--- config.mk ---
export PLATFORM = sky130hd
export DESIGN_NAME = base64_stream_decoder
export DESIGN_NICKNAME = d
export VERILOG_FILES = /design/src/design/b64d_pkg.sv /design/src/design/b64d_front.sv /design/src/design/b64d_queue.sv /design/src/design/b64d_back.sv /design/src/design/base64_stream_decoder.sv
export SDC_FILE = /design/constraint.sdc
export NUM_CORES = 1
export LEC_CHECK = 0
export BUFFER_PORTS_ARGS = -buffer_cell sky130_fd_sc_hd__buf_2
export CORE_MARGIN = 4
export CORE_UTILIZATION = 40
export CTS_BUF_LIST = sky130_fd_sc_hd__clkbuf_2
export DETAILED_ROUTE_END_ITERATION = 6
export PLACE_DENSITY = 0.51
export SYNTH_ARGS = -nofsm -noshare
export SYNTH_HDL_FRONTEND = slang
export SYNTH_SLANG_ARGS = --single-unit
--- constraint.sdc ---
create_clock -name clock -period 9.45 [get_ports clock]
set_input_delay 0.4725 -clock clock [delete_from_list [all_inputs] [get_ports clock]]
set_output_delay 0.4725 -clock clock [all_outputs]
set_load 0.02 [all_outputs]
--- src/design/b64d_pkg.sv ---
// Shared types, constants and the character classifier for the base64 stream decoder.
package b64d_pkg;

   // Depth of the record queue between front and back
   localparam int QueueDepth = 4;
   localparam int QueuePtrBits = $clog2(QueueDepth);
   localparam int QueueCntBits = $clog2(QueueDepth + 1);

   // Characters of note
   localparam logic [7:0] CHAR_UPPER_A = 8'h41;
   localparam logic [7:0] CHAR_UPPER_Z = 8'h5a;
   localparam logic [7:0] CHAR_LOWER_A = 8'h61;
   localparam logic [7:0] CHAR_LOWER_Z = 8'h7a;
   localparam logic [7:0] CHAR_DIGIT_0 = 8'h30;
   localparam logic [7:0] CHAR_DIGIT_9 = 8'h39;
   localparam logic [7:0] CHAR_PLUS    = 8'h2b;
   localparam logic [7:0] CHAR_SLASH   = 8'h2f;

   // Sextet offsets of the alphabet ranges
   localparam logic [5:0] SEXTET_LOWER_BASE = 6'd26;
   localparam logic [5:0] SEXTET_DIGIT_BASE = 6'd52;
   localparam logic [5:0] SEXTET_PLUS       = 6'd62;
   localparam logic [5:0] SEXTET_SLASH      = 6'd63;

   // One decoded group handed from front to back: up to three bytes, MSB first
   typedef struct packed {
      logic [23:0] data;
      logic [1:0]  nbytes;     // words to emit, 1..3
      logic        has_data;   // 0 for a bare end marker
      logic        frame_end;  // last word of this record ends the frame
   } rec_type;

   // Classified character: stop flag and sextet value
   typedef struct packed {
      logic       stop;
      logic [5:0] sextet;
   } sextet_type;

   function automatic sextet_type char_to_sextet(input logic [7:0] c);
      sextet_type r;
      logic [7:0] diff;
      r.stop = 1'b0;
      r.sextet = '0;
      diff = '0;
      if (c inside {[CHAR_UPPER_A:CHAR_UPPER_Z]}) begin
         diff = c - CHAR_UPPER_A;
         r.sextet = diff[5:0];
      end else if (c inside {[CHAR_LOWER_A:CHAR_LOWER_Z]}) begin
         diff = c - CHAR_LOWER_A;
         r.sextet = diff[5:0] + SEXTET_LOWER_BASE;
      end else if (c inside {[CHAR_DIGIT_0:CHAR_DIGIT_9]}) begin
         diff = c - CHAR_DIGIT_0;
         r.sextet = diff[5:0] + SEXTET_DIGIT_BASE;
      end else if (c == CHAR_PLUS) begin
         r.sextet = SEXTET_PLUS;
      end else if (c == CHAR_SLASH) begin
         r.sextet = SEXTET_SLASH;
      end else begin
         r.stop = 1'b1;
      end
      return r;
   endfunction

endpackage

--- src/design/b64d_front.sv ---
// Front end: classifies characters, gathers sextets and builds byte-group records.
module b64d_front
   import b64d_pkg::*;
(
   input  logic       clock,
   input  logic       reset,
   input  logic       accept,
   input  logic [7:0] in_char,
   input  logic       last_char,
   output logic       rec_push,
   output rec_type    rec
);

   logic [5:0] hold_ff [3];
   logic [5:0] hold_in [3];
   logic [1:0] count_ff, count_in;
   logic       stopped_ff, stopped_in;

   sextet_type cls;
   logic       skip;
   logic       complete;
   logic [1:0] count_upd;

   // Classify and update the partial group
   always_comb begin
      cls = char_to_sextet(in_char);
      skip = stopped_ff | cls.stop;
      complete = !skip && (count_ff == 2'd3);
      hold_in = hold_ff;
      count_upd = count_ff;
      stopped_in = stopped_ff | cls.stop;
      if (!skip && count_ff != 2'd3) begin
         hold_in[count_ff] = cls.sextet;
         count_upd = count_ff + 2'd1;
      end
      if (complete) begin
         count_upd = 2'd0;
      end
      count_in = count_upd;
      if (last_char) begin
         count_in = 2'd0;
         stopped_in = 1'b0;
      end
   end

   // Record for a completed group or a frame flush
   always_comb begin
      rec.frame_end = last_char;
      rec.has_data = 1'b1;
      rec.nbytes = 2'd3;
      rec.data = {hold_ff[0], hold_ff[1], hold_ff[2], cls.sextet};
      if (!complete) begin
         rec.data = {hold_in[0], hold_in[1], hold_in[2], 6'd0};
         if (count_upd[1]) begin
            rec.nbytes = count_upd - 2'd1;
         end else begin
            rec.nbytes = 2'd1;
            rec.has_data = 1'b0;
            rec.data = '0;
         end
      end
      rec_push = accept && (complete || last_char);
   end

   always_ff @(posedge clock) begin
      if (reset) begin
         count_ff <= 2'd0;
         stopped_ff <= 1'b0;
      end else if (accept) begin
         count_ff <= count_in;
         stopped_ff <= stopped_in;
      end
   end

   always_ff @(posedge clock) begin
      if (accept) begin
         hold_ff <= hold_in;
      end
   end

endmodule

--- src/design/b64d_queue.sv ---
// Short record queue between front and back.
module b64d_queue
   import b64d_pkg::*;
(
   input  logic    clock,
   input  logic    reset,
   input  logic    push,
   input  rec_type push_rec,
   input  logic    pop,
   output logic    full,
   output logic    head_valid,
   output rec_type head_rec
);

   rec_type                  slot_ff [QueueDepth];
   logic [QueuePtrBits-1:0]  wr_ptr_ff, rd_ptr_ff;
   logic [QueueCntBits-1:0]  count_ff;
   logic                     do_push, do_pop;

   assign full = (count_ff == QueueCntBits'(QueueDepth));
   assign head_valid = (count_ff != '0);
   assign head_rec = slot_ff[rd_ptr_ff];
   assign do_push = push && !full;
   assign do_pop = pop && head_valid;

   // Pointers and fill count
   always_ff @(posedge clock) begin
      if (reset) begin
         wr_ptr_ff <= '0;
         rd_ptr_ff <= '0;
         count_ff <= '0;
      end else begin
         if (do_push) wr_ptr_ff <= wr_ptr_ff + 1'b1;
         if (do_pop) rd_ptr_ff <= rd_ptr_ff + 1'b1;
         if (do_push && !do_pop) count_ff <= count_ff + 1'b1;
         else if (do_pop && !do_push) count_ff <= count_ff - 1'b1;
      end
   end

   always_ff @(posedge clock) begin
      if (do_push) begin
         slot_ff[wr_ptr_ff] <= push_rec;
      end
   end

endmodule

--- src/design/b64d_back.sv ---
// Back end: unpacks records into one output word per cycle while the consumer pops.
module b64d_back
   import b64d_pkg::*;
(
   input  logic       clock,
   input  logic       reset,
   input  logic       head_valid,
   input  rec_type    head_rec,
   output logic       head_pop,
   input  logic       pop,
   output logic       empty,
   output logic [7:0] data_byte,
   output logic       byte_valid,
   output logic       frame_end
);

   rec_type    cur_ff, cur_in;
   logic [1:0] left_ff, left_in;
   logic       busy_ff, busy_in;
   logic       take;
   logic       reload;

   // Shift out the current record, pull the next one when it is used up
   always_comb begin
      take = busy_ff && pop;
      reload = !busy_ff || (take && left_ff == 2'd1);
      head_pop = reload && head_valid;
      cur_in = cur_ff;
      left_in = left_ff;
      busy_in = busy_ff;
      if (reload) begin
         busy_in = head_valid;
         cur_in = head_rec;
         left_in = head_rec.nbytes;
      end else if (take) begin
         cur_in.data = {cur_ff.data[15:0], 8'd0};
         left_in = left_ff - 2'd1;
      end
   end

   assign empty = !busy_ff;
   assign data_byte = cur_ff.data[23:16];
   assign byte_valid = cur_ff.has_data;
   assign frame_end = cur_ff.frame_end && (left_ff == 2'd1);

   always_ff @(posedge clock) begin
      if (reset) begin
         busy_ff <= 1'b0;
         left_ff <= 2'd0;
      end else begin
         busy_ff <= busy_in;
         left_ff <= left_in;
      end
   end

   always_ff @(posedge clock) begin
      cur_ff <= cur_in;
   end

endmodule

--- src/design/base64_stream_decoder.sv ---
// Top level of the base64 stream decoder.
// Takes one base64 character per cycle (req_push while req_full is low) and
// delivers decoded bytes one word per cycle on a queue-style output
// (rsp_empty/rsp_pop). Every character is classified by the front end as it
// is accepted; complete groups and frame flushes become records in a
// four-entry queue, and the back end emits one byte word per cycle from
// them, so a steady stream of one character per cycle is sustained as long
// as the consumer pops. req_full rises only when four records wait behind
// the one being emitted, which happens when the consumer falls behind. The
// first '=' or non-alphabet character ends decoding for the rest of the
// frame; the final word of every frame has rsp_frame_end set, as a bare
// marker with rsp_byte_valid low when no byte is left. The first word of a
// record goes through the queue and then the output register before it is
// on the result ports.
module base64_stream_decoder
   import b64d_pkg::*;
(
   input  logic       clock,
   input  logic       reset,
   input  logic       req_push,
   output logic       req_full,
   input  logic [7:0] req_in_char,
   input  logic       req_last_char,
   output logic       rsp_empty,
   input  logic       rsp_pop,
   output logic [7:0] rsp_data_byte,
   output logic       rsp_byte_valid,
   output logic       rsp_frame_end
);

   logic    accept;
   logic    rec_push;
   rec_type rec;
   logic    head_valid;
   rec_type head_rec;
   logic    head_pop;

   assign accept = req_push && !req_full;

   b64d_front u_front (
      .clock     (clock),
      .reset     (reset),
      .accept    (accept),
      .in_char   (req_in_char),
      .last_char (req_last_char),
      .rec_push  (rec_push),
      .rec       (rec)
   );

   b64d_queue u_queue (
      .clock      (clock),
      .reset      (reset),
      .push       (rec_push),
      .push_rec   (rec),
      .pop        (head_pop),
      .full       (req_full),
      .head_valid (head_valid),
      .head_rec   (head_rec)
   );

   b64d_back u_back (
      .clock      (clock),
      .reset      (reset),
      .head_valid (head_valid),
      .head_rec   (head_rec),
      .head_pop   (head_pop),
      .pop        (rsp_pop),
      .empty      (rsp_empty),
      .data_byte  (rsp_data_byte),
      .byte_valid (rsp_byte_valid),
      .frame_end  (rsp_frame_end)
   );

endmodule
==> reports/results.ini <==
[outcome]
outcome=finished clean

[synth]
yosys_warnings=0
ys_types=53
ys_seq_elements=171
synth_area_per_cell_sq_um=15.5
synth_area_leader_cell=edfxtp_1
synthesis.area_sq_mm=0.00765
synthesis.nets=525
yosysSeqAreaShare=0.652
synth_edf_count=156
ys.flop_type=edfxtp_1
ys_top_cells_by_area=edfxtp_1 61%, mux4_2 8.2%, dfxtp_1 3.9%
synth_async_sr_flop_share=0
synth_common_cells=156 x edfxtp_1, 58 x nand2_1, 28 x mux4_2
yosys.area.top_type_share=0.612
synth_most_common_cell=edfxtp_1
netlist_instances=493

[hold_path]
hold_depth=4
holdPathEnd=u_back.left_ff[0]
min_path_type=primary input to flop
min-delay-start=rsp_pop

[critical_path]
rrSetupSlack_ns=6.48
worstReg2RegStart=u_queue.count_ff[0]
arrival_ns=3.61
reg2reg_to=u_queue.count_ff[2]
end_kind=flop
cp_max_fo=27
critical_path_class=flop to flop
worstRegToRegCells=11
start_kind=flop
required_ns=10.09

[cts]
cts_tree=yes
htree_num_levels=4
cts_buffer_depth=2
cts_root_buffer=clkbuf_2
numCtsBuffers=17
cts.sinks=171
clk_pin_slew_ns=0.23
cts_resized=0
post_cts_buffers=0
clk-insertion-delay-late_ns=0.71

[die]
die_w_um=146
fp.dieH_um=146
initial_core_util=0.408
num_rows=50
die_area_sq_mm=0.0214
io_pins=25
core_sq_mm=0.0188

[power]
p_sw_frac=0.303
p_comb_frac=0.234
p_sw_mw=0.574
irDropWorstVdd_v=0.000114
p_int_mw=1.32
power_leakage_nw=2.89
pwr_density_cell_mw_per_mm2=230
clock_power_share=0.222
fin_total_pwr_mw=1.89
seqPwrFrac=0.544

[sta]
skew_ns=0.0334
setup_tns_ns=0
maxSlewViolCount=0
fmaxAchievable_ghz=0.337
hold_viol_final=0
rsz0062_at_grt=false
fin_crit_ns=2.97
slew_headroom=0.205
finalSetupViolCount=0
period_share=0.314
tightest_slew_ns=1.19

[layout]
drive_gt1_frac=0.227
nets=543
area_growth_pct=7.38
final_util=0.438

[routing]
drc=0
ant_nets=0
num_vias=4066
drt_pre_antenna_iters=5
drtIter0Drc=253
wire_per_inst_um=20.0
post_drt_via_cell_ratio=5.36
routed_wl_um=15200

[placement]
port_buffers=24
place_hpwl_um=9320
place_congestion=0.835

[global_route]
grt_pass1_vias=4290
grt_max_degree=31
grt.total_usage=0.148
grt_pass1_wl_um=24200
gr-total-overflow=0
grt_antenna_before_repair=1

[run]
drv_cap=0

worst max path at each step:
| stage | startpoint | endpoint | cells past startpoint | slack, ns |
|---|---|---|---|---|
| global route | u_queue.count_ff[0] | u_queue.count_ff[2] | 11 | 6.21 |
| CTS | u_queue.count_ff[0] | u_queue.count_ff[2] | 11 | 6.43 |
| finish | u_queue.count_ff[0] | u_queue.count_ff[2] | 11 | 6.48 |
| global placement | req_in_char[2] | u_queue.count_ff[2] | 13 | 6.07 |
| floorplan | u_queue.count_ff[0] | u_queue.count_ff[2] | 11 | 6.20 |
| detailed placement | req_in_char[2] | u_queue.count_ff[2] | 13 | 5.97 |
repair_timing:
action	4_1_cts	5_1_grt
setup endpoints to repair	0	0
hold buffers	1	1
hold endpoints to repair	5	2
through the flow:
stage               hold WS (ns)  setup WS (ns)  cell area, sq um  instances
global route              0.0606           6.21              8210        759
finish                     0.161           6.48              8210        759
CTS                       0.0169           6.43              8200        757
detailed placement         0.496           5.97              7920        724
floorplan                  0.461           6.20              7650        493
global placement           0.486           6.07              7920        724
worst max-delay path: stages, from the launching register on:
cell and delay [ns]:
dfxtp_1 0.47, nor3b_1 0.10, nor2b_2 0.11, buf_4 0.33, nand3_1 0.12, o211ai_1 0.46, ha_1 0.28, inv_1 0.06
fa_1 0.37, xor2_1 0.17, or3_1 0.30, a21oi_1 0.14
state kept, by name, summed over array words and instances, names as in the netlist, named ones only:
name and cells:
u_queue.count_ff 3, u_queue.wr_ptr_ff 2, u_front.count_ff 2, u_back.data_byte 8, u_back.cur_ff 17, u_front.stopped_ff 1, u_queue.rd_ptr_ff 2, u_back.byte_valid 1
u_queue.slot_ff 112, u_back.left_ff 2, u_front.hold_ff 18, u_back.busy_ff 1
logic make-up after synthesis:
family,share of synthesized area
flops,0.652
simple gates,0.0896
compound gates,0.0649
mux,0.122
buf+inv,0.0319
fa+ha+maj,0.0321
xor+xnor,0.00802
metal layers:
metal,share of wire,up-vias,GRT usage
met1,0.47,2061,0.205
met4,0.0041,0,0.0306
met3,0.030,4,0.0369
li1,-,1922,-
met2,0.50,79,0.238
met5,0,-,0
cell usage in the layout, fill, tap and decap left out, types with 5 or more instances in the layout:
cell type and instances:
nor3_1 5, mux2_4 18, nor2b_1 9, a21oi_1 14
clkbuf_2 17, ha_1 18, dfxtp_1 13, inv_1 18
nand2_1 58, nor2_1 19, and2_1 11, o21ai_0 7
nand3_1 7, or3_1 5, mux4_2 28, a32o_1 18
buf_2 24, edfxtp_1 156
power groups by stage:
stage,combinational (mW),sequential (mW),clock [mW]
after floorplan,0.365,1.02,0
after global placement,0.448,1.05,0
after detailed placement,0.454,1.05,0
after CTS,0.456,1.03,0.435
after global routing,0.496,1.04,0.470
final,0.443,1.03,0.420
final cells by class:
cell class / instances / area (sq um)
antenna: 1 / 2.50
clock buffer: 17 / 85.1
clock inverter: 15 / 188
fill: 1673 / 10600
inverter: 18 / 67.6
multi-input combinational: 274 / 2430
sequential: 171 / 4990
tap: 234 / 293
timing repair buffer: 29 / 163
Note: power is estimated with default switching activity, not from simulation.
